[config.mk]
export PLATFORM = sky130hd
export DESIGN_NAME = bsis_ctrl
export DESIGN_NICKNAME = d
export VERILOG_FILES = /design/src/bsis_pkg.sv /design/src/bsis_ctrl.sv
export SDC_FILE = /design/constraint.sdc
export NUM_CORES = 1
export LEC_CHECK = 0
export BUFFER_PORTS_ARGS = -buffer_cell sky130_fd_sc_hd__buf_2
export CAP_MARGIN = 40
export CORE_ASPECT_RATIO = 0.7
export CORE_MARGIN = 1
export CORE_UTILIZATION = 34
export DETAILED_ROUTE_END_ITERATION = 10
export SYNTH_ARGS = -nofsm -noshare
export SYNTH_HDL_FRONTEND = slang
export SYNTH_SLANG_ARGS = --single-unit
[constraint.sdc]
create_clock -name clock -period 1.8 [get_ports clock]
set_input_delay 0 -clock clock [delete_from_list [all_inputs] [get_ports clock]]
set_output_delay 0 -clock clock [all_outputs]
set_load 0.005 [all_outputs]
[src/bsis_pkg.sv]
// bsis_pkg: shared types and constants of the bilinear sub-pixel image shift block
// controller state encoding, datapath command and status structs
// no dependencies
package bsis_pkg;

   localparam int PIX_W      = 8;
   localparam int SIZE_W     = 9;
   localparam int SHIFT_W    = 16;
   localparam int FRAC_W     = 13;
   localparam int ONE_Q13    = 1 << FRAC_W;
   localparam int SHIFT_LIM  = 16384;
   localparam int CSR_IDX_W  = 2;

   localparam logic [CSR_IDX_W-1:0] CSR_FRAME_WIDTH  = 2'd0;
   localparam logic [CSR_IDX_W-1:0] CSR_FRAME_HEIGHT = 2'd1;
   localparam logic [CSR_IDX_W-1:0] CSR_SHIFT_X      = 2'd2;
   localparam logic [CSR_IDX_W-1:0] CSR_SHIFT_Y      = 2'd3;

   typedef enum logic [10:0] {
      S_IDLE = 11'b000_0000_0001,
      S_PX   = 11'b000_0000_0010,
      S_PY   = 11'b000_0000_0100,
      S_SE   = 11'b000_0000_1000,
      S_SW   = 11'b000_0001_0000,
      S_NE   = 11'b000_0010_0000,
      S_FIN  = 11'b000_0100_0000,
      S_CHK  = 11'b000_1000_0000,
      S_RD   = 11'b001_0000_0000,
      S_ACC  = 11'b010_0000_0000,
      S_OUT  = 11'b100_0000_0000
   } state_type;

   typedef enum logic [3:0] {
      OP_NONE,
      OP_CAPTURE,
      OP_PX,
      OP_PY,
      OP_SE,
      OP_SW,
      OP_NE,
      OP_FIN,
      OP_CHK,
      OP_READ,
      OP_OUT
   } op_type;

   typedef struct packed {
      op_type     op;
      logic [1:0] rd_nb;
      logic       acc_en;
      logic [1:0] acc_nb;
   } cmd_type;

   typedef struct packed {
      logic first_pix;
      logic out_free;
   } sts_type;

endpackage

[src/bsis_ctrl.sv]
// bsis_ctrl: per-pixel sequencer of the image shift block
// depends on bsis_pkg for state, command and status types
module bsis_ctrl (
   input  logic              clock,
   input  logic              reset,
   input  logic              req_tvalid,
   output logic              req_tready,
   input  bsis_pkg::sts_type sts,
   output bsis_pkg::cmd_type cmd
);
   import bsis_pkg::*;

   state_type  state_ff, state_in;
   logic [1:0] nb_ff, nb_in;

   always_ff @(posedge clock) begin
      if (reset) begin
         state_ff <= S_IDLE;
         nb_ff    <= '0;
      end else begin
         state_ff <= state_in;
         nb_ff    <= nb_in;
      end
   end

   always_comb begin
      state_in   = state_ff;
      nb_in      = nb_ff;
      req_tready = 1'b0;
      cmd        = '{op: OP_NONE, rd_nb: nb_ff, acc_en: 1'b0, acc_nb: nb_ff - 2'd1};
      unique case (state_ff)
         S_IDLE: begin
            req_tready = 1'b1;
            if (req_tvalid) begin
               cmd.op   = OP_CAPTURE;
               state_in = sts.first_pix ? S_PX : S_CHK;
            end
         end
         S_PX: begin
            cmd.op   = OP_PX;
            state_in = S_PY;
         end
         S_PY: begin
            cmd.op   = OP_PY;
            state_in = S_SE;
         end
         S_SE: begin
            cmd.op   = OP_SE;
            state_in = S_SW;
         end
         S_SW: begin
            cmd.op   = OP_SW;
            state_in = S_NE;
         end
         S_NE: begin
            cmd.op   = OP_NE;
            state_in = S_FIN;
         end
         S_FIN: begin
            cmd.op   = OP_FIN;
            state_in = S_CHK;
         end
         S_CHK: begin
            cmd.op   = OP_CHK;
            nb_in    = '0;
            state_in = S_RD;
         end
         S_RD: begin
            cmd.op     = OP_READ;
            cmd.acc_en = (nb_ff != 2'd0);
            nb_in      = nb_ff + 2'd1;
            if (nb_ff == 2'd3) begin
               state_in = S_ACC;
            end
         end
         S_ACC: begin
            cmd.acc_en = 1'b1;
            state_in   = S_OUT;
         end
         S_OUT: begin
            if (sts.out_free) begin
               cmd.op   = OP_OUT;
               state_in = S_IDLE;
            end
         end
         default: begin
            state_in = S_IDLE;
         end
      endcase
   end

endmodule

After elaboration in Yosys (flattened, before gate mapping)
Cells that the tools add are included.

word-level totals
  logic and storage cells = 33
  bits in latches = 0
  bits of input ports = 5
  bits in read-only memories = 0
  register bits = 13
  memories = 0
  output and inout port bits = 10
  bits in writable memories = 0

cells by class
  multipliers = 0
  muxes and demuxes = 11
  divide/modulo/power cells = 0
  bitwise operators = 0
  shifts and indexed selects = 0
  eq/ne operators = 15
  add/sub/neg operators = 2
  reduce and logical (&&, ||, !) cells = 3
  magnitude comparators = 0

operators with widths
  operator              count
  $pmux 11 s11          1
  $pmux 4 s10           1
  $mux 11               3
  $eq 11x1->1 const B   1
  $eq 11x10->1 const B  1
  $eq 11x11->1 const B  1
  $eq 11x2->1 const B   1
  $eq 11x3->1 const B   1
  $eq 11x4->1 const B   1
  $eq 11x5->1 const B   1
  $eq 11x6->1 const B   1
  $eq 11x7->1 const B   1
  $eq 11x8->1 const B   1
  $eq 11x9->1 const B   1
  $mux 8                1
  $ne 2x2->1 const B    3
  $mux 4                1
  $pmux 2 s2            1
  $reduce_bool 2->1     2
  $reduce_and 3->1      1
  $add 2x1->2 const B   1
  $eq 2x2->1 const B    1
  $mux 1                2
  $pmux 1 s2            1
  $sub 2x1->2 const B   1

Longest topological paths before layout
Gate-level depths: netlist of the first run.

  depth in word-level cells = 3
  gate-level depth with buffers = 5
  mapped depth without buffers = 5

Worst setup path before layout of the first run
No wires, ideal clock.

  path type = reg2reg
  start = register state_ff[2]
  end = register nb_ff[1]
  path buffers = 0
  setup slack = 0.167 ns
  clock period less this slack = 1.633 ns
  arrival time = 1.563 ns
  required time = 1.730 ns
  stages on the path, launching flop included = 5
  path through = dfxtp_1 nor4_4 nand3b_2 or4_1 a21oi_1

between the ends
  longest elaborated chain between the ends = 2

ends and longest elaborated chain
  element                                          RTL line         text
  start, declared                                  bsis_ctrl.sv:13  state_type state_ff, state_in;
  start signal, assigned                           bsis_ctrl.sv:21  state_ff <= state_in;
  $eq 11x9->1 or $eq 11x8->1 (tied branches)       bsis_ctrl.sv:31  unique case (state_ff)
  $pmux 2 s2 or $reduce_bool 2->1 (tied branches)  n/a
  end signal, assigned                             bsis_ctrl.sv:22  nb_ff <= nb_in;
  end, declared                                    bsis_ctrl.sv:14  logic [1:0] nb_ff, nb_in;

Several ways; a longest one is shown, not always the timed one.
A chain may end at the register's enable or synchronous reset.

==> results.py, run 1 <==
metrics = {
    "finish": {
        "num-nets-final": 146,
        "utilization_pct": 49.7,
        "multi_input_area_um2": 653,
        "drive_above_1_share_pct": 37.0,
        "seq_area_um2": 272,
        "fillers": 233,
        "area_growth_pct": 37.5,
        "num_antenna_cells": 0,
        "final_area_um2": 1220,
        "final_cells": 172,
    },
    "yosys": {
        "synth_fa_ha_area_share_pct": 2.82,
        "synth-compound-area-share_pct": 13.2,
        "yosysSeqAreaShare_pct": 29.3,
        "synth_flop_cell": "dfxtp_1",
        "muxShareOfSynthArea_pct": 2.25,
        "syn-num-nets": 117,
        "yosys.area_share.simple_pct": 41.7,
        "ys_types": 40,
        "syn_area_um2": 888,
        "syn_inst": 110,
        "synth_edf_count": 0,
        "synth_warnings": 0,
        "synth_top_family_by_area": "simple AND/OR/NAND/NOR gates",
        "synth-seq-cells": 13,
        "synth_xor_area_share_pct": 5.92,
        "ys_async_sr_fraction_pct": 0,
        "syn_area_per_cell_um2": 8.08,
    },
    "clocking": {
        "clk_path_buf_depth": 2,
        "clock-root-buffer": "clkbuf_8",
        "numCtsBuffers": 3,
        "htreeDepth": 1,
        "clkTransAtPathRegs_ns": 0.06,
        "clkSinkCount": 13,
        "tritoncts": "done",
        "clk_latency_ns": 0.25,
    },
    "run_status": {
        "status": "complete, no violations",
    },
    "timing": {
        "hold_viol": 0,
        "worst_pin_slew_ns": 0.412,
        "fin_crit_ns": 1.76,
        "finClkSkew_ns": 0.00896,
        "finalSetupViolCount": 0,
        "timing.fmax_ghz": 0.568,
        "layout_setup_ws_ns": 0.0410,
        "maxSlewViolCount": 0,
        "fin_crit_sh_pct": 97.7,
        "slew_headroom_pct": 72.5,
    },
    "setup_path": {
        "r2r_slack_ns": 0.04,
        "criticalPathCategory": "reg2out",
        "arrival_ns": 1.76,
        "r2r-start": "state_ff[1]$_SDFFE_PP0P_",
        "worstPathMaxFanout": 6,
        "start_kind": "flop",
        "crit_required_ns": 1.80,
        "r2r_cells": 7,
        "end_kind": "primary output",
        "worstSetupStartpoint": "state_ff[1]$_SDFFE_PP0P_",
        "r2r_end": "state_ff[8]$_SDFFE_PP0P_",
    },
    "global_routing": {
        "antenna_found_initial": 0,
        "grt_pass1_vias": 789,
        "grt_max_degree": 12,
        "track_usage_pct": 16.6,
        "grt_pass1_wl_um": 3470,
        "grt-ovfl-total": 0,
    },
    "drt": {
        "drc_errors": 0,
        "drt_first_pass_iters": 4,
        "drt_wl_total_um": 2390,
        "vias": 939,
        "vias_per_cell": 5.46,
        "avgRoutedWirePerCell_um": 13.9,
        "drt_iter0_drc": 50,
        "postRouteAntennaNets": 0,
    },
    "placed_design": {
        "place_ws_ns": 0.0315,
        "dpl_cell_area_um2": 1040,
        "placed_cells": 161,
        "hpwl_um": 1650,
        "gp_congestion": 0.808,
        "portBuffers": 14,
    },
    "min_path": {
        "min-delay-path-class": "in2reg",
        "holdCritStartpoint": "sts[1]",
        "hold_end": "state_ff[1]$_SDFFE_PP0P_",
        "holdPathStages": 2,
    },
    "floorplanning": {
        "rows": 15,
        "dieArea_um2": 2820,
        "fp.dieH_um": 44.8,
        "die_x_um": 63.1,
        "core_area_um2": 2460,
        "start_util_pct": 36.1,
        "ios": 15,
    },
    "pwr": {
        "total_power_mw": 0.795,
        "leakagePower_nw": 0.484,
        "peakVddDrop_mv": 0.276,
        "powerDensity_nw_per_um2": 651,
    },
    "job": {
        "maxCapViolCount": 0,
    },
}
==> flip-flops by register name, summed over array words and instances (netlist names) <==
| name | cells |
|---|---|
| nb_ff | 2 |
| state_ff | 11 |
==> how the worst max path moves through the flow <==
stage,endpoint,slack [ns],cells past startpoint
detailed placement,state_ff[2]$_SDFFE_PP0P_,0.03,4
finish,cmd[5],0.04,6
global placement,state_ff[2]$_SDFFE_PP0P_,0.08,4
floorplan,nb_ff[1]$_SDFFE_PP0P_,0.17,4
global route,cmd[5],-0.02,6
CTS,cmd[6],-0.02,7
==> worst max-delay path, stage by stage (launching register included) <==
cell      delay [ns]
dfxtp_4         0.37
nor4_4          0.25
buf_4           0.18
nand3b_4        0.10
or3_4           0.41
nand4_1         0.08
buf_2           0.11
==> power by group <==
group / internal, mW / switching, mW
clock: 0.156 / 0.109
combinational: 0.108 / 0.110
sequential: 0.295 / 0.0166
==> final cells by class <==
cell class / count / area share [%]
Multi-Input combinational cell: 86 / 53.5
Tap cell: 34 / 3.48
Inverter: 5 / 1.54
Sequential cell: 13 / 22.2
Clock buffer: 4 / 3.69
Timing Repair Buffer: 30 / 15.6
==> layer usage <==
layer,vias to the layer above,share of wire (%),global-route usage [%]
met5,-,0,0
met4,0,0.96,9.77
met3,4,4.7,5.56
met2,30,49,26.7
met1,447,46,19.9
li1,458,-,-
==> cell families after synthesis <==
family	Yosys count
xor+xnor	6
flops	13
buf+inv	11
simple gates	58
fa+ha+maj	2
mux	2
compound gates	18
==> per-stage QoR <==
stage / hold WS, ns / setup TNS, ns
2_1_floorplan: 0.0691 / 0
3_3_place_gp: 0.264 / 0
3_5_place_dp: 0.271 / 0
4_1_cts: 0.00234 / -0.0299
5_1_grt: 0.0155 / -0.0290
6_report: 0.00712 / 0
==> repair_timing <==
action,CTS,global route
pin swaps,1,8
endpoints found under the setup margin,2,5
hold buffers,0,0
gates cloned,0,0
gates resized for setup,8,10
setup buffers,3,5
==> cells in the mapped netlist, drive strengths merged (2+ instances only) <==
library cell	instances	share of area [%]
inv	5	2.1
a21oi	6	3.4
mux2i	2	2.3
nand3b	3	3.0
ha	2	2.8
nor4b	3	3.0
nand4	4	2.8
nor3b	2	1.7
o21ai	4	2.3
xor2	5	4.9
nor4	4	5.2
dfxtp	13	29
o22ai	2	1.4
o31ai	2	2.3
nor3	6	3.9
nand4b	2	2.0
clkbuf	5	2.1
or4	3	2.5
nand2	6	2.8
nand2b	4	2.8
nor2	13	5.5
or3	2	1.4
==> placed cells by master, fill, tap and decap left out, drive strengths merged, types with 4 or more instances in the layout <==
master,n
clkbuf,4
buf,30
nor4,4
nor2,13
nand4,4
nand2b,4
dfxtp,13
a21oi,6
nand2,6
o21ai,4
nor3,6
xor2,5
inv,5
Note: power is estimated with default switching activity, not from simulation.
==> run 2, diff against run 1 <==
Settings changed: PLACE_DENSITY set to 0.6.
Clock period 1.8 ns to 1.9 ns, I/O delays scaled along.
==> results.py, run 2 (synthesis gave the netlist of run 1 again) <==
metrics = {
    "setup_path": {
        "r2r-start": "state_ff[2]$_SDFFE_PP0P_",
        "arrival_ns": 1.81,
        "end_kind": "primary output",
        "critPathBufInv": 2,
        "crit_required_ns": 1.90,
        "start_kind": "flop",
        "critPathMaxStageDelay_ns": 0.39,
        "r2r_slack_ns": 0.15,
        "cpLargestDelayFamily": "simple AND/OR/NAND/NOR gates",
        "r2r_end": "state_ff[8]$_SDFFE_PP0P_",
        "r2r_cells": 6,
        "cp_cell_sequence": "nor4_4, buf_4, nand3b_1, or3_1, nand4_1, buf_2",
        "cpMaxStageDelayCell": "or3_1",
        "cp_num_cells": 6,
        "criticalPathCategory": "reg2out",
        "worstPathMaxFanout": 7,
        "worstSetupStartpoint": "state_ff[2]$_SDFFE_PP0P_",
        "crit_end": "cmd[5]",
    },
    "placed_design": {
        "gp_congestion": 0.868,
        "place_ws_ns": 0.0679,
        "hpwl_um": 1610,
        "portBuffers": 14,
    },
    "min_path": {
        "holdCritStartpoint": "req_tvalid",
        "holdPathStages": 3,
        "min-delay-path-class": "in2reg",
    },
    "global_routing": {
        "antenna_found_initial": 0,
        "grt-ovfl-total": 0,
        "gr-usage-met1_pct": 25.2,
        "grt_max_degree": 13,
        "grt_pass1_vias": 787,
        "met2_usage_pct": 26.0,
        "busiest_layer": "met2",
        "track_usage_pct": 17.6,
        "grtUsageMet3_pct": 4.55,
        "grt_pass1_wl_um": 3770,
    },
    "drt": {
        "drt_first_pass_iters": 4,
        "postRouteAntennaNets": 0,
        "vias_per_cell": 5.49,
        "drt_iter0_drc": 94,
        "vias": 917,
        "drt_wl_total_um": 2390,
        "avgRoutedWirePerCell_um": 14.3,
        "drc_errors": 0,
    },
    "pwr": {
        "switching_share_pct": 29.4,
        "power_frac_comb_pct": 23.8,
        "powerDensity_nw_per_um2": 648,
        "peakVddDrop_mv": 0.293,
        "p_clk_share_pct": 35.1,
        "p_seq_share_pct": 41.1,
        "p_int_mw": 0.516,
        "switching_power_mw": 0.215,
        "leakagePower_nw": 0.446,
    },
    "timing": {
        "fin_crit_sh_pct": 95.1,
        "slew_headroom_pct": 70.6,
        "finalSetupTns_ns": 0,
        "fin_crit_ns": 1.81,
        "worst_pin_slew_ns": 0.440,
        "hold_viol": 0,
        "rsz0062_at_grt": "false",
        "layout_setup_ws_ns": 0.0932,
        "finalSetupViolCount": 0,
        "finClkSkew_ns": 0.00828,
        "maxSlewViolCount": 0,
        "timing.fmax_ghz": 0.553,
    },
    "finish": {
        "drive_above_1_share_pct": 28.6,
        "top_regs": "state_ff x11, nb_ff x2",
        "largest_register_ffs": 11,
        "num-nets-final": 141,
        "layout_commonest_cell": "buf_2",
        "num_antenna_cells": 0,
        "final_cell_mix": "14 x buf_2, 13 x nor2_1, 11 x dfxtp_1, 11 x buf_4, 6 x a21oi_1",
        "area_growth_pct": 26.9,
        "regMostFlops": "state_ff",
    },
    "clocking": {
        "clk_latency_ns": 0.25,
        "htreeDepth": 1,
        "clock-root-buffer": "clkbuf_8",
        "tritoncts": "done",
        "clk_path_buf_depth": 2,
        "clkTransAtPathRegs_ns": 0.06,
        "clkSinkCount": 13,
        "numCtsBuffers": 3,
    },
    "floorplanning": {
        "core_area_um2": 2460,
        "ios": 15,
        "rows": 15,
        "start_util_pct": 36.1,
        "dieArea_um2": 2820,
        "die_x_um": 63.1,
        "fp.dieH_um": 44.8,
    },
    "job": {
        "maxCapViolCount": 0,
    },
    "run_status": {
        "status": "complete, no violations",
    },
}
## run 2: cell count changes in the layout (fill, tap and decap cells not counted), sizes merged
cell and delta:
buf -5
## run 2: layout make-up
| class | instances | area (µm²) |
|---|---|---|
| fill | 245 | 1330 |
| sequential | 13 | 263 |
| timing repair buffer | 25 | 153 |
| tap | 34 | 42.5 |
| inverter | 5 | 18.8 |
| multi-input combinational | 86 | 606 |
| clock buffer | 4 | 45.0 |
## run 2: worst min-delay path, delay by kind of cell
family                 cells  cell delay [ns]
AND/OR/NAND/NOR            2             0.12
buffers and inverters      1             0.11
## run 2: worst min-delay path by stage
stage	end	slack, ns
after floorplan	nb_ff[0]$_SDFFE_PP0P_	0.07
after detailed placement	nb_ff[0]$_SDFFE_PP0P_	0.27
final	state_ff[1]$_SDFFE_PP0P_	0.01
after global placement	state_ff[8]$_SDFFE_PP0P_	0.27
after global routing	state_ff[8]$_SDFFE_PP0P_	0.02
after CTS	nb_ff[0]$_SDFFE_PP0P_	0.009
## run 2: power groups by stage
stage | Clock (mW) | Sequential [mW] | Combinational, mW
after floorplan | 0 | 0.298 | 0.101
after global placement | 0 | 0.305 | 0.143
after detailed placement | 0 | 0.305 | 0.143
after CTS | 0.261 | 0.299 | 0.161
after global routing | 0.276 | 0.301 | 0.192
final | 0.257 | 0.301 | 0.174
## run 2: routing by layer
| metal | wire length, µm | vias up |
|---|---|---|
| li1 | - | 451 |
| met5 | 0 | - |
| met2 | 1080 | 32 |
| met4 | 31 | 0 |
| met1 | 1160 | 428 |
| met3 | 123 | 6 |
## run 2: repair_timing
item	in CTS	in global routing
gates resized for setup	0	5
setup buffers	3	1
hold buffers	0	0
endpoints found under the setup margin	1	4
pin swaps	1	1
## run 2: through the flow
stage	total power [mW]	utilization, %	std cells	hold slack, ns	area (µm²)
6_report	0.731	45.9	167	0.0139	1130
5_1_grt	0.769	45.9	167	0.0199	1130
4_1_cts	0.722	44.6	166	0.00918	1100
3_5_place_dp	0.448	41.9	159	0.267	1030
3_3_place_gp	0.448	41.9	159	0.266	1030
2_1_floorplan	0.399	-	110	0.0691	888
