File: config.mk
export PLATFORM = sky130hd
export DESIGN_NAME = bsis_dp
export DESIGN_NICKNAME = d
export VERILOG_FILES = /design/src/bsis_pkg.sv /design/src/bsis_dp.sv
export SDC_FILE = /design/constraint.sdc
export NUM_CORES = 2
export LEC_CHECK = 0
export BUFFER_PORTS_ARGS = -buffer_cell sky130_fd_sc_hd__buf_2
export CAP_MARGIN = 10
export CORE_MARGIN = 4
export CORE_UTILIZATION = 31
export CTS_BUF_LIST = sky130_fd_sc_hd__clkbuf_8 sky130_fd_sc_hd__clkbuf_16
export DETAILED_ROUTE_END_ITERATION = 6
export SLEW_MARGIN = 20
export SYNTH_ARGS = -nofsm -noshare
export SYNTH_HDL_FRONTEND = slang
export SYNTH_SLANG_ARGS = --single-unit
File: constraint.sdc
create_clock -name clock -period 9.6 [get_ports clock]
set_input_delay 1.92 -clock clock [delete_from_list [all_inputs] [get_ports clock]]
set_output_delay 1.92 -clock clock [all_outputs]
set_load 0.01 [all_outputs]
File: src/bsis_pkg.sv
// bsis_pkg: shared types and constants of the bilinear sub-pixel image shift block
// controller state encoding, datapath command and status structs
// no dependencies
package bsis_pkg;

   localparam int PIX_W      = 8;
   localparam int SIZE_W     = 9;
   localparam int SHIFT_W    = 16;
   localparam int FRAC_W     = 13;
   localparam int ONE_Q13    = 1 << FRAC_W;
   localparam int SHIFT_LIM  = 16384;
   localparam int CSR_IDX_W  = 2;

   localparam logic [CSR_IDX_W-1:0] CSR_FRAME_WIDTH  = 2'd0;
   localparam logic [CSR_IDX_W-1:0] CSR_FRAME_HEIGHT = 2'd1;
   localparam logic [CSR_IDX_W-1:0] CSR_SHIFT_X      = 2'd2;
   localparam logic [CSR_IDX_W-1:0] CSR_SHIFT_Y      = 2'd3;

   typedef enum logic [10:0] {
      S_IDLE = 11'b000_0000_0001,
      S_PX   = 11'b000_0000_0010,
      S_PY   = 11'b000_0000_0100,
      S_SE   = 11'b000_0000_1000,
      S_SW   = 11'b000_0001_0000,
      S_NE   = 11'b000_0010_0000,
      S_FIN  = 11'b000_0100_0000,
      S_CHK  = 11'b000_1000_0000,
      S_RD   = 11'b001_0000_0000,
      S_ACC  = 11'b010_0000_0000,
      S_OUT  = 11'b100_0000_0000
   } state_type;

   typedef enum logic [3:0] {
      OP_NONE,
      OP_CAPTURE,
      OP_PX,
      OP_PY,
      OP_SE,
      OP_SW,
      OP_NE,
      OP_FIN,
      OP_CHK,
      OP_READ,
      OP_OUT
   } op_type;

   typedef struct packed {
      op_type     op;
      logic [1:0] rd_nb;
      logic       acc_en;
      logic [1:0] acc_nb;
   } cmd_type;

   typedef struct packed {
      logic first_pix;
      logic out_free;
   } sts_type;

endpackage

File: src/bsis_dp.sv
// bsis_dp: datapath of the image shift block: registers, frame latch math,
// neighbor addressing, blend accumulators and output register; uses bsis_pkg
module bsis_dp #(
   parameter int MAX_WIDTH    = 256,
   parameter int MAX_HEIGHT   = 256,
   parameter int WEIGHT_SHIFT = 7,
   parameter int AW           = 17
) (
   input  logic                               clock,
   input  logic                               reset,
   input  bsis_pkg::cmd_type                  cmd,
   output bsis_pkg::sts_type                  sts,
   input  logic                               csr_valid,
   input  logic [bsis_pkg::CSR_IDX_W-1:0]     csr_index,
   input  logic [bsis_pkg::SHIFT_W-1:0]       csr_data,
   input  logic [3*bsis_pkg::PIX_W-1:0]       req_tdata,
   output logic                               rsp_tvalid,
   input  logic                               rsp_tready,
   output logic [3*bsis_pkg::PIX_W-1:0]       rsp_tdata,
   output logic                               rsp_tuser,
   output logic                               rsp_tlast,
   output logic                               wr_en,
   output logic [AW-1:0]                      wr_addr,
   output logic [3*bsis_pkg::PIX_W-1:0]       wr_data,
   output logic                               rd_en,
   output logic [AW-1:0]                      rd_addr,
   input  logic [3*bsis_pkg::PIX_W-1:0]       rd_data
);
   import bsis_pkg::*;

   localparam int WTW       = WEIGHT_SHIFT + 1;
   localparam int ACW       = PIX_W + WTW + 2;
   localparam int PXW       = 26;
   localparam int WHW       = PXW - FRAC_W;
   localparam int CW        = 15;
   localparam int BANK_SIZE = MAX_WIDTH * MAX_HEIGHT;
   localparam int WT_LSB    = 2 * FRAC_W - WEIGHT_SHIFT;

   // configuration
   logic [SIZE_W-1:0]         fw_ff, fh_ff;
   logic signed [SHIFT_W-1:0] sx_ff, sy_ff;
   // frame and pixel state
   logic [SIZE_W-1:0]         i_ff, j_ff;
   logic                      bank_ff, have_ff;
   logic [3*PIX_W-1:0]        pix_ff;
   logic signed [PXW-1:0]     px_ff, py_ff;
   logic                      oor_ff;
   logic [WTW-1:0]            tse_ff, tsw_ff, tne_ff;
   logic [WTW-1:0]            wt_ff [4];
   logic signed [WHW-1:0]     xi_ff, yi_ff;
   logic [SIZE_W-1:0]         bnd_ff [4];
   logic                      active_ff, nz_ff;
   logic signed [CW-1:0]      sr_ff, sc_ff;
   logic [ACW-1:0]            acc_r_ff, acc_g_ff, acc_b_ff;
   logic                      rsp_valid_ff;
   logic [3*PIX_W-1:0]        rsp_data_ff;
   logic                      rsp_user_ff, rsp_last_ff;

   logic [SIZE_W-1:0]         w_c, h_c;
   logic signed [17:0]        mul_a;
   logic signed [14:0]        mul_b;
   logic signed [32:0]        prod;
   logic [WTW-1:0]            prod_wt;
   logic [FRAC_W-1:0]         fx, fy;
   logic signed [CW-1:0]      wx, hx, xe, ye, ex, ey, stx, sty;
   logic signed [CW-1:0]      nr, nc;
   logic                      nb_ok;
   logic                      last_col, last_row;
   logic [WTW-1:0]            cur_wt;
   logic [ACW-1:0]            pr, pg, pb;

   // clamp frame size to the supported range
   always_comb begin
      if (fw_ff < SIZE_W'(2)) begin
         w_c = SIZE_W'(2);
      end else if (32'(fw_ff) > MAX_WIDTH) begin
         w_c = SIZE_W'(MAX_WIDTH);
      end else begin
         w_c = fw_ff;
      end
      if (fh_ff < SIZE_W'(2)) begin
         h_c = SIZE_W'(2);
      end else if (32'(fh_ff) > MAX_HEIGHT) begin
         h_c = SIZE_W'(MAX_HEIGHT);
      end else begin
         h_c = fh_ff;
      end
   end

   assign fx = px_ff[FRAC_W-1:0];
   assign fy = py_ff[FRAC_W-1:0];

   // shared multiplier of the frame latch sequence
   always_comb begin
      mul_a = '0;
      mul_b = '0;
      case (cmd.op)
         OP_PX: begin
            mul_a = -(18'(sx_ff));
            mul_b = 15'({1'b0, w_c[SIZE_W-1:1]});
         end
         OP_PY: begin
            mul_a = 18'(sy_ff);
            mul_b = 15'({1'b0, h_c[SIZE_W-1:1]});
         end
         OP_SE: begin
            mul_a = 18'({1'b0, fx});
            mul_b = 15'({1'b0, fy});
         end
         OP_SW: begin
            mul_a = 18'(ONE_Q13) - 18'({1'b0, fx});
            mul_b = 15'({1'b0, fy});
         end
         OP_NE: begin
            mul_a = 18'({1'b0, fx});
            mul_b = 15'(ONE_Q13) - 15'({1'b0, fy});
         end
         default: begin
         end
      endcase
      prod    = mul_a * mul_b;
      prod_wt = prod[WT_LSB +: WTW];
   end

   // window bounds from the whole shift of the frame being latched
   always_comb begin
      wx = CW'({1'b0, w_c});
      hx = CW'({1'b0, h_c});
      xe = CW'($signed(px_ff[PXW-1:FRAC_W]));
      ye = CW'($signed(py_ff[PXW-1:FRAC_W]));
      ex = wx - xe - CW'(1);
      ey = hx - ye - CW'(1);
      if (ex > wx) ex = wx;
      if (ey > hx) ey = hx;
      if (ex == wx) ex = wx - CW'(1);
      if (ey == hx) ey = hx - CW'(1);
      if (ex < 0) ex = '0;
      if (ey < 0) ey = '0;
      stx = -xe;
      sty = -ye;
      if (stx < 0) stx = '0;
      if (sty < 0) sty = '0;
      if (stx > wx) stx = wx;
      if (sty > hx) sty = hx;
   end

   // neighbor place and store address
   always_comb begin
      nr    = sr_ff + CW'(cmd.rd_nb[1]);
      nc    = sc_ff + CW'(cmd.rd_nb[0]);
      nb_ok = (nr >= 0) && (32'(nr) < MAX_HEIGHT) && (nc >= 0) && (32'(nc) < MAX_WIDTH);
      rd_en = (cmd.op == OP_READ);
      rd_addr = (bank_ff ? AW'(0) : AW'(BANK_SIZE)) + AW'(nr) * AW'(MAX_WIDTH) + AW'(nc);
      wr_en   = (cmd.op == OP_CHK) && (32'(i_ff) < MAX_WIDTH) && (32'(j_ff) < MAX_HEIGHT);
      wr_addr = (bank_ff ? AW'(BANK_SIZE) : AW'(0)) + AW'(j_ff) * AW'(MAX_WIDTH) + AW'(i_ff);
      wr_data = pix_ff;
   end

   // blend terms of one neighbor, red in the low byte
   always_comb begin
      cur_wt = wt_ff[cmd.acc_nb];
      if (nz_ff) begin
         pr = '0;
         pg = '0;
         pb = '0;
      end else begin
         pr = ACW'(rd_data[PIX_W-1:0]) * ACW'(cur_wt);
         pg = ACW'(rd_data[2*PIX_W-1:PIX_W]) * ACW'(cur_wt);
         pb = ACW'(rd_data[3*PIX_W-1:2*PIX_W]) * ACW'(cur_wt);
      end
   end

   assign last_col = (i_ff >= w_c - SIZE_W'(1));
   assign last_row = (j_ff >= h_c - SIZE_W'(1));

   assign sts.first_pix = (i_ff == '0) && (j_ff == '0);
   assign sts.out_free  = !rsp_valid_ff || rsp_tready;

   // control registers
   always_ff @(posedge clock) begin
      if (reset) begin
         fw_ff        <= SIZE_W'(256);
         fh_ff        <= SIZE_W'(256);
         sx_ff        <= '0;
         sy_ff        <= '0;
         i_ff         <= '0;
         j_ff         <= '0;
         bank_ff      <= 1'b0;
         have_ff      <= 1'b0;
         wt_ff[0]     <= WTW'(1 << WEIGHT_SHIFT);
         wt_ff[1]     <= '0;
         wt_ff[2]     <= '0;
         wt_ff[3]     <= '0;
         xi_ff        <= '0;
         yi_ff        <= '0;
         bnd_ff[0]    <= '0;
         bnd_ff[1]    <= '0;
         bnd_ff[2]    <= '0;
         bnd_ff[3]    <= '0;
         rsp_valid_ff <= 1'b0;
      end else begin
         if (csr_valid) begin
            unique case (csr_index)
               CSR_FRAME_WIDTH:  fw_ff <= csr_data[SIZE_W-1:0];
               CSR_FRAME_HEIGHT: fh_ff <= csr_data[SIZE_W-1:0];
               CSR_SHIFT_X:      sx_ff <= csr_data;
               CSR_SHIFT_Y:      sy_ff <= csr_data;
               default: begin
               end
            endcase
         end
         if (cmd.op == OP_FIN) begin
            if (oor_ff) begin
               bnd_ff[0] <= '0;
               bnd_ff[1] <= '0;
               bnd_ff[2] <= '0;
               bnd_ff[3] <= '0;
            end else begin
               wt_ff[3]  <= tse_ff;
               wt_ff[2]  <= tsw_ff;
               wt_ff[1]  <= tne_ff;
               wt_ff[0]  <= WTW'(1 << WEIGHT_SHIFT) - (tse_ff + tsw_ff + tne_ff);
               xi_ff     <= px_ff[PXW-1:FRAC_W];
               yi_ff     <= py_ff[PXW-1:FRAC_W];
               bnd_ff[0] <= stx[SIZE_W-1:0];
               bnd_ff[1] <= sty[SIZE_W-1:0];
               bnd_ff[2] <= ex[SIZE_W-1:0];
               bnd_ff[3] <= ey[SIZE_W-1:0];
            end
         end
         if (cmd.op == OP_OUT) begin
            rsp_valid_ff <= 1'b1;
            if (last_col) begin
               i_ff <= '0;
               if (last_row) begin
                  j_ff    <= '0;
                  bank_ff <= !bank_ff;
                  have_ff <= 1'b1;
               end else begin
                  j_ff <= j_ff + SIZE_W'(1);
               end
            end else begin
               i_ff <= i_ff + SIZE_W'(1);
            end
         end else if (rsp_tready) begin
            rsp_valid_ff <= 1'b0;
         end
      end
   end

   // payload registers
   always_ff @(posedge clock) begin
      case (cmd.op)
         OP_CAPTURE: pix_ff <= req_tdata;
         OP_PX: begin
            px_ff  <= prod[PXW-1:0];
            oor_ff <= (sx_ff > SHIFT_W'(SHIFT_LIM)) || (sx_ff < -SHIFT_W'(SHIFT_LIM))
                   || (sy_ff > SHIFT_W'(SHIFT_LIM)) || (sy_ff < -SHIFT_W'(SHIFT_LIM));
         end
         OP_PY: py_ff  <= prod[PXW-1:0];
         OP_SE: tse_ff <= prod_wt;
         OP_SW: tsw_ff <= prod_wt;
         OP_NE: tne_ff <= prod_wt;
         OP_CHK: begin
            active_ff <= have_ff && (i_ff >= bnd_ff[0]) && (i_ff < bnd_ff[2])
                      && (j_ff >= bnd_ff[1]) && (j_ff < bnd_ff[3]);
            sr_ff     <= CW'({1'b0, j_ff}) + CW'(yi_ff);
            sc_ff     <= CW'({1'b0, i_ff}) + CW'(xi_ff);
            acc_r_ff  <= '0;
            acc_g_ff  <= '0;
            acc_b_ff  <= '0;
         end
         OP_READ: nz_ff <= !(nb_ok && active_ff);
         OP_OUT: begin
            rsp_data_ff <= {acc_b_ff[WEIGHT_SHIFT +: PIX_W], acc_g_ff[WEIGHT_SHIFT +: PIX_W],
                            acc_r_ff[WEIGHT_SHIFT +: PIX_W]};
            rsp_user_ff <= have_ff;
            rsp_last_ff <= last_col && last_row;
         end
         default: begin
         end
      endcase
      if (cmd.acc_en) begin
         acc_r_ff <= acc_r_ff + pr;
         acc_g_ff <= acc_g_ff + pg;
         acc_b_ff <= acc_b_ff + pb;
      end
   end

   assign rsp_tvalid = rsp_valid_ff;
   assign rsp_tdata  = rsp_data_ff;
   assign rsp_tuser  = rsp_user_ff;
   assign rsp_tlast  = rsp_last_ff;

endmodule

Yosys cells after proc, flatten, opt, wreduce, memory -nomap -nowiden
Memory sizes are Yosys's and may differ from the RTL's.
Index checks and enable logic that the tools add are counted.
{ "totals": {"register_bits": 310, "ramBits": 68, "inputBits": 79, "output_inout_bits": 89, "wordCells": 203, "memories": 2} }
{ "mem_list": {"columns": ["memory", "depth", "width", "rd", "rd_ports_with_merged_regs", "wr", "line", "rtl"], "rows": [
  ["bnd_ff", 4, 9, 4, 0, 4, "bsis_dp.sv:51", "logic [SIZE_W-1:0] bnd_ff [4];"],
  ["wt_ff", 4, 8, 1, 0, 4, "bsis_dp.sv:49", "logic [WTW-1:0] wt_ff [4];"]
]} }
{ "classes": {"addsub": 29, "multipliers": 4, "n_lt_le_gt_ge": 28, "eq_ne": 15, "n_mux": 51, "n_bitwise": 13, "reduce_logical": 33} }
{ "ops": {"columns": ["operator", "n"], "rows": [
  ["2-to-1 mux 9 bit", 18],
  ["2-to-1 mux 15 bit", 6],
  ["2-to-1 mux 18 bit", 4],
  ["case mux 18 bit (4 select lines)", 1],
  ["> comparator 15 x 10 -> 1 bit", 4],
  ["< comparator 15 x 1 -> 1 bit, second input constant", 4],
  ["case mux 15 bit (4 select lines)", 1],
  ["adder 18 bit", 3],
  ["multiplier 8 x 8 -> 16 bit", 3],
  ["2-to-1 mux 16 bit", 3],
  ["greater-or-equal comparator 9 bit", 4],
  ["adder 17 bit", 2],
  ["2-to-1 mux 17 bit", 2],
  ["> comparator 16 bit, second input constant", 2],
  ["< comparator 16 x 15 -> 1 bit, second input constant", 2],
  ["2-to-1 mux 8 bit", 4],
  ["adder 15 x 1 -> 15 bit", 2],
  ["== test 15 x 10 -> 1 bit", 2],
  ["greater-or-equal comparator 15 x 1 -> 1 bit, second input constant", 2],
  ["< comparator 15 x 10 -> 1 bit, second input constant", 2],
  ["negator 13 -> 15 bit", 2],
  ["subtractor 14 x 13 -> 15 bit, first input constant", 2],
  ["subtractor 14 x 2 -> 15 bit, second input constant", 2],
  ["adder 10 x 13 -> 14 bit", 2],
  ["32 further kinds", 94]
]} }

Logic depth before layout (Yosys ltp)
{ "logic_depth": {"word_depth": 12, "ltp_mapped": 32} }

Worst setup path after synthesis
No wires, ideal clock.
{ "synth_path": {"path_kind": "input to register", "from": "input cmd[5] in the netlist's numbering", "to": "register px_ff[25], data pin", "setup_time_ns": 0.277, "t_arrival_ns": 9.284, "required_ns": 9.323, "path_slack_ns": 0.039, "path_stages": 27, "path_buffers": 4, "path_cell_list": "buf_6 -> nand2b_1 -> or3_1 -> clkbuf_1 -> inv_1 -> clkbuf_1 -> buf_1 -> a221o_1 -> nand2_1 -> fa_1 -> inv_1 -> fa_1 -> fa_1 -> fa_1 -> fa_1 -> inv_1 -> fa_1 -> inv_1 -> ha_1 -> a21o_1 -> a211oi_1 -> o2111ai_1 -> a31oi_1 -> a21oi_1 -> o21a_1 -> nor2_1 -> xnor2_1"} }
{ "synth_via": {"elab_chain_len": 4} }
{ "synth_lines": {"columns": ["item", "line", "rtl"], "rows": [
  ["from (decl)", "bsis_dp.sv:11", "input bsis_pkg::cmd_type cmd,"],
  ["== test 4 x 3 -> 1 bit", "bsis_dp.sv:97", "case (cmd.op)"],
  ["OR reduction 2 bit (no line)", null, null],
  ["case mux 18 bit (4 select lines) / case mux 15 bit (4 select lines) (equally long branches)", "bsis_dp.sv:97", null],
  ["multiplier 18 x 15 -> 27 bit (*)", "bsis_dp.sv:121", "prod = mul_a * mul_b;"],
  ["net prod[25]", "bsis_dp.sv:62", "logic signed [32:0] prod;"],
  ["to (signal assigned)", "bsis_dp.sv:256", "px_ff <= prod[PXW-1:0];"],
  ["to (decl)", "bsis_dp.sv:46", "logic signed [PXW-1:0] px_ff, py_ff;"]
]} }
The timed path passes the listed nets; every way through them passes the cells marked *.
A chain may end at the register's enable or synchronous reset.

Final worst setup path
{ "layout_path": {"from": "input cmd[8] in the netlist's numbering", "to": "register px_ff[25], data pin"} }
Same word-level chain as after synthesis.

==> results.cfg <==
[run_status]
status = complete, no violations

[worst_setup_path]
cp-end-kind = flop
arrival_ps = 9250
cp_top_family = adder cells
critical_path.most_common_cell = fa_1
r2r-start = py_ff[1]
path_class = in -> reg
cp-startpoint = cmd[8]
crit_buf_inv = 5
cp_slowest_stage_delay_ps = 560
cp-start-kind = primary input
slowest_stage = fa_1
crit_required_ps = 9960
worstPathMaxFanout = 12

[global_routing]
grt_pass1_wl_um = 158000
grt_pass1_vias = 28100
antenna_found_initial = 8
grt_max_degree = 81
gr-total-overflow = 0
grt_use_total = 0.163

[timing]
tightest_slew_ps = 1190
slew_headroom = 0.200
rsz0062_at_grt = no
finalHoldViolCount = 0
finalMaxSlewViolations = 0
finalCriticalPeriod_ps = 8890
setup_violations = 0
period_share = 0.926
finClkSkew_ps = 42.7
clock.fmax_mhz = 112
setup_tns_ps = 0

[floorplan]
coreArea_um2 = 116000
start_util = 0.313
die_area_um2 = 123000
rows = 125
die_h_um = 351
design.portCount = 168
die_x_um = 351

[synthesis]
synth_cell_types = 94
yosysTopAreaCellShare = 0.215
synth-xor-area-share = 0.0584
seq_area_frac_synth = 0.274
yosysMostFrequentCell = inv_1
synth_area_um2 = 36400
synth_top_family_by_area = adder cells
syn_area_per_cell_um2 = 9.27
synth.top_cells.by_count = inv_1, nand2_1, ha_1
yosys-top-cells-area = edfxtp_1, fa_1, ha_1, dfxtp_1, inv_1
synth_edf_count = 261
async_flop_share = 0
synthAdderAreaFrac = 0.308
yosysWarnings = 0
synth_top_area_cell = edfxtp_1
ys_ff_latch = 367
synth_compound_gate_area_share = 0.106
synthCells = 3926
synthFlopType = edfxtp_1
synthSimpleGateAreaFrac = 0.170
synth_mux_area_frac = 0.0155

[power_and_ir_drop]
power.leakage_uw = 0.0185
ir_drop_mv = 0.117
powerDensity_nw_per_um2 = 122

[clock_network]
htree_levels = 2
cts_buffers = 45
clock_sinks = 367
cts_tree = yes
post_cts_buffers = 0
cts.hold.buffers_added = 0
cts_root_buf = clkbuf_16
cts.path.max_buffers = 3
clock_latency_ps = 630
cts_resized = 0
cts.clk_slew.worst_paths_ps = 60

[place]
gp_congestion = 0.932
portBuffers = 167
hpwlAfterDp_um = 79900
place_inst = 5566

[drt]
num_vias = 27900
wl_um = 100000
drc = 0
drt_iter0_markers = 1807
antenna_left = 0
avgRoutedWirePerCell_um = 17.7
firstDrtPassIters = 6
vias_per_cell = 4.94

[cells_and_area]
stdcell_count = 5651
area_growth_pct = 11.8
drive_gt1_frac = 0.0885
nets = 4870

[worst_hold_path]
hold_class = reg -> reg
hp-start = xi_ff[4]

[run]
cap_violations = 0
==> power breakdown <==
group	internal [uW]	switching (uW)
clock	1020	739
combinational	587	820
sequential	1770	41.8
==> state kept, by name, summed over array words and instances, names as in the netlist, 13 cells and up <==
register,flops
sy_ff,16
rsp_tdata,24
yi_ff,13
acc_g_ff,15
sc_ff,14
wt_ff,32
xi_ff,13
wr_data,24
bnd_ff,36
px_ff,26
sx_ff,16
sr_ff,14
acc_r_ff,15
acc_b_ff,15
py_ff,26
==> cell families after synthesis <==
logic type	count (synthesis)
and+or+nand+nor	1325
adders and majority gates	702
buffers and inverters	649
AOI/OAI and AO/OA	599
DFF	367
xor gates and xnor gates	236
muxes	46
other	2
==> worst register-to-register path: stages, from the launching register on <==
cell       delay [ps]
edfxtp_1          510
or3_1             460
or3_1             370
or3_1             360
or3_1             380
or3_1             340
o21ai_1           130
a22o_1            490
nand2_1           170
fa_1              550
inv_1              50
fa_1              470
fa_1              520
fa_1              520
fa_1              560
inv_1              60
fa_1              520
inv_1              40
ha_1              340
a21o_1            190
a211oi_1          360
o2111ai_1         260
a31oi_1           240
a21oi_1           120
o21a_1            180
nor2_1            120
xnor2_1           220
==> cells in the final DEF (no fill, tap or decap), drive strengths merged, types with 7 or more instances in the layout <==
master | Yosys | routed
nor3b | 7 | 7
or2 | 13 | 13
xnor2 | 147 | 147
nand3 | 62 | 62
a21o | 77 | 77
a31oi | 24 | 24
conb | 2 | 10
clkbuf | 96 | 50
nor4 | 19 | 19
and2 | 117 | 117
a221o | 8 | 8
a221oi | 15 | 15
buf | 25 | 229
clkinv | 3 | 17
dfxtp | 106 | 106
nor3 | 82 | 82
mux2i | 34 | 34
edfxtp | 261 | 261
inv | 525 | 538
a21oi | 185 | 185
nand2b | 38 | 38
nor2b | 39 | 39
and3 | 29 | 29
o21ai | 121 | 121
a211oi | 27 | 27
o21bai | 14 | 14
nand4 | 27 | 27
ha | 381 | 381
o211ai | 11 | 11
o31a | 8 | 8
mux4 | 8 | 8
o21a | 24 | 24
a22oi | 7 | 7
nor2 | 367 | 367
o31ai | 16 | 16
xor2 | 85 | 85
fa | 321 | 321
or4 | 11 | 11
or3 | 34 | 34
nand2 | 455 | 455
==> final cells by class <==
| class | count | area (um2) |
|---|---|---|
| Clock inverter | 33 | 328 |
| Fill cell | 11900 | 75700 |
| Multi-Input combinational cell | 2918 | 24000 |
| Clock buffer | 50 | 1210 |
| Tap cell | 1524 | 1910 |
| Sequential cell | 367 | 9960 |
| Inverter | 528 | 1980 |
| Timing Repair Buffer | 229 | 1310 |
| Antenna cell | 2 | 5.00 |
==> stage by stage <==
step / setup slack, ps / utilization / power (uW) / hold WS [ps] / area (um2)
final: 711 / 0.350 / 4980 / 461 / 40700
after global routing: 66.6 / 0.350 / 5310 / 484 / 40700
after CTS: 774 / 0.350 / 5060 / 464 / 40700
after detailed placement: 147 / 0.337 / 3260 / 453 / 39200
after global placement: 364 / 0.337 / 3240 / 450 / 39200
after floorplan: 39.5 / - / 2900 / 423 / 36400
==> path summary, 6_finish.rpt <==
path	endpoint	slack, ps	depth (start not counted)
worst max-delay path	px_ff[25]	710	26
worst min-delay path	xi_ff[4]	460	2
worst min register to register	xi_ff[4]	460	2
worst max register to register	px_ff[25]	830	26
==> routing by layer <==
metal / global-route usage / share of wire / vias up
met5: 0 / 0 / -
met4: 0.0484 / 0.030 / 0
met3: 0.0215 / 0.050 / 166
met2: 0.276 / 0.47 / 690
met1: 0.216 / 0.45 / 13600
li1: - / - / 13500
Power figures use the tool's default switching activity.
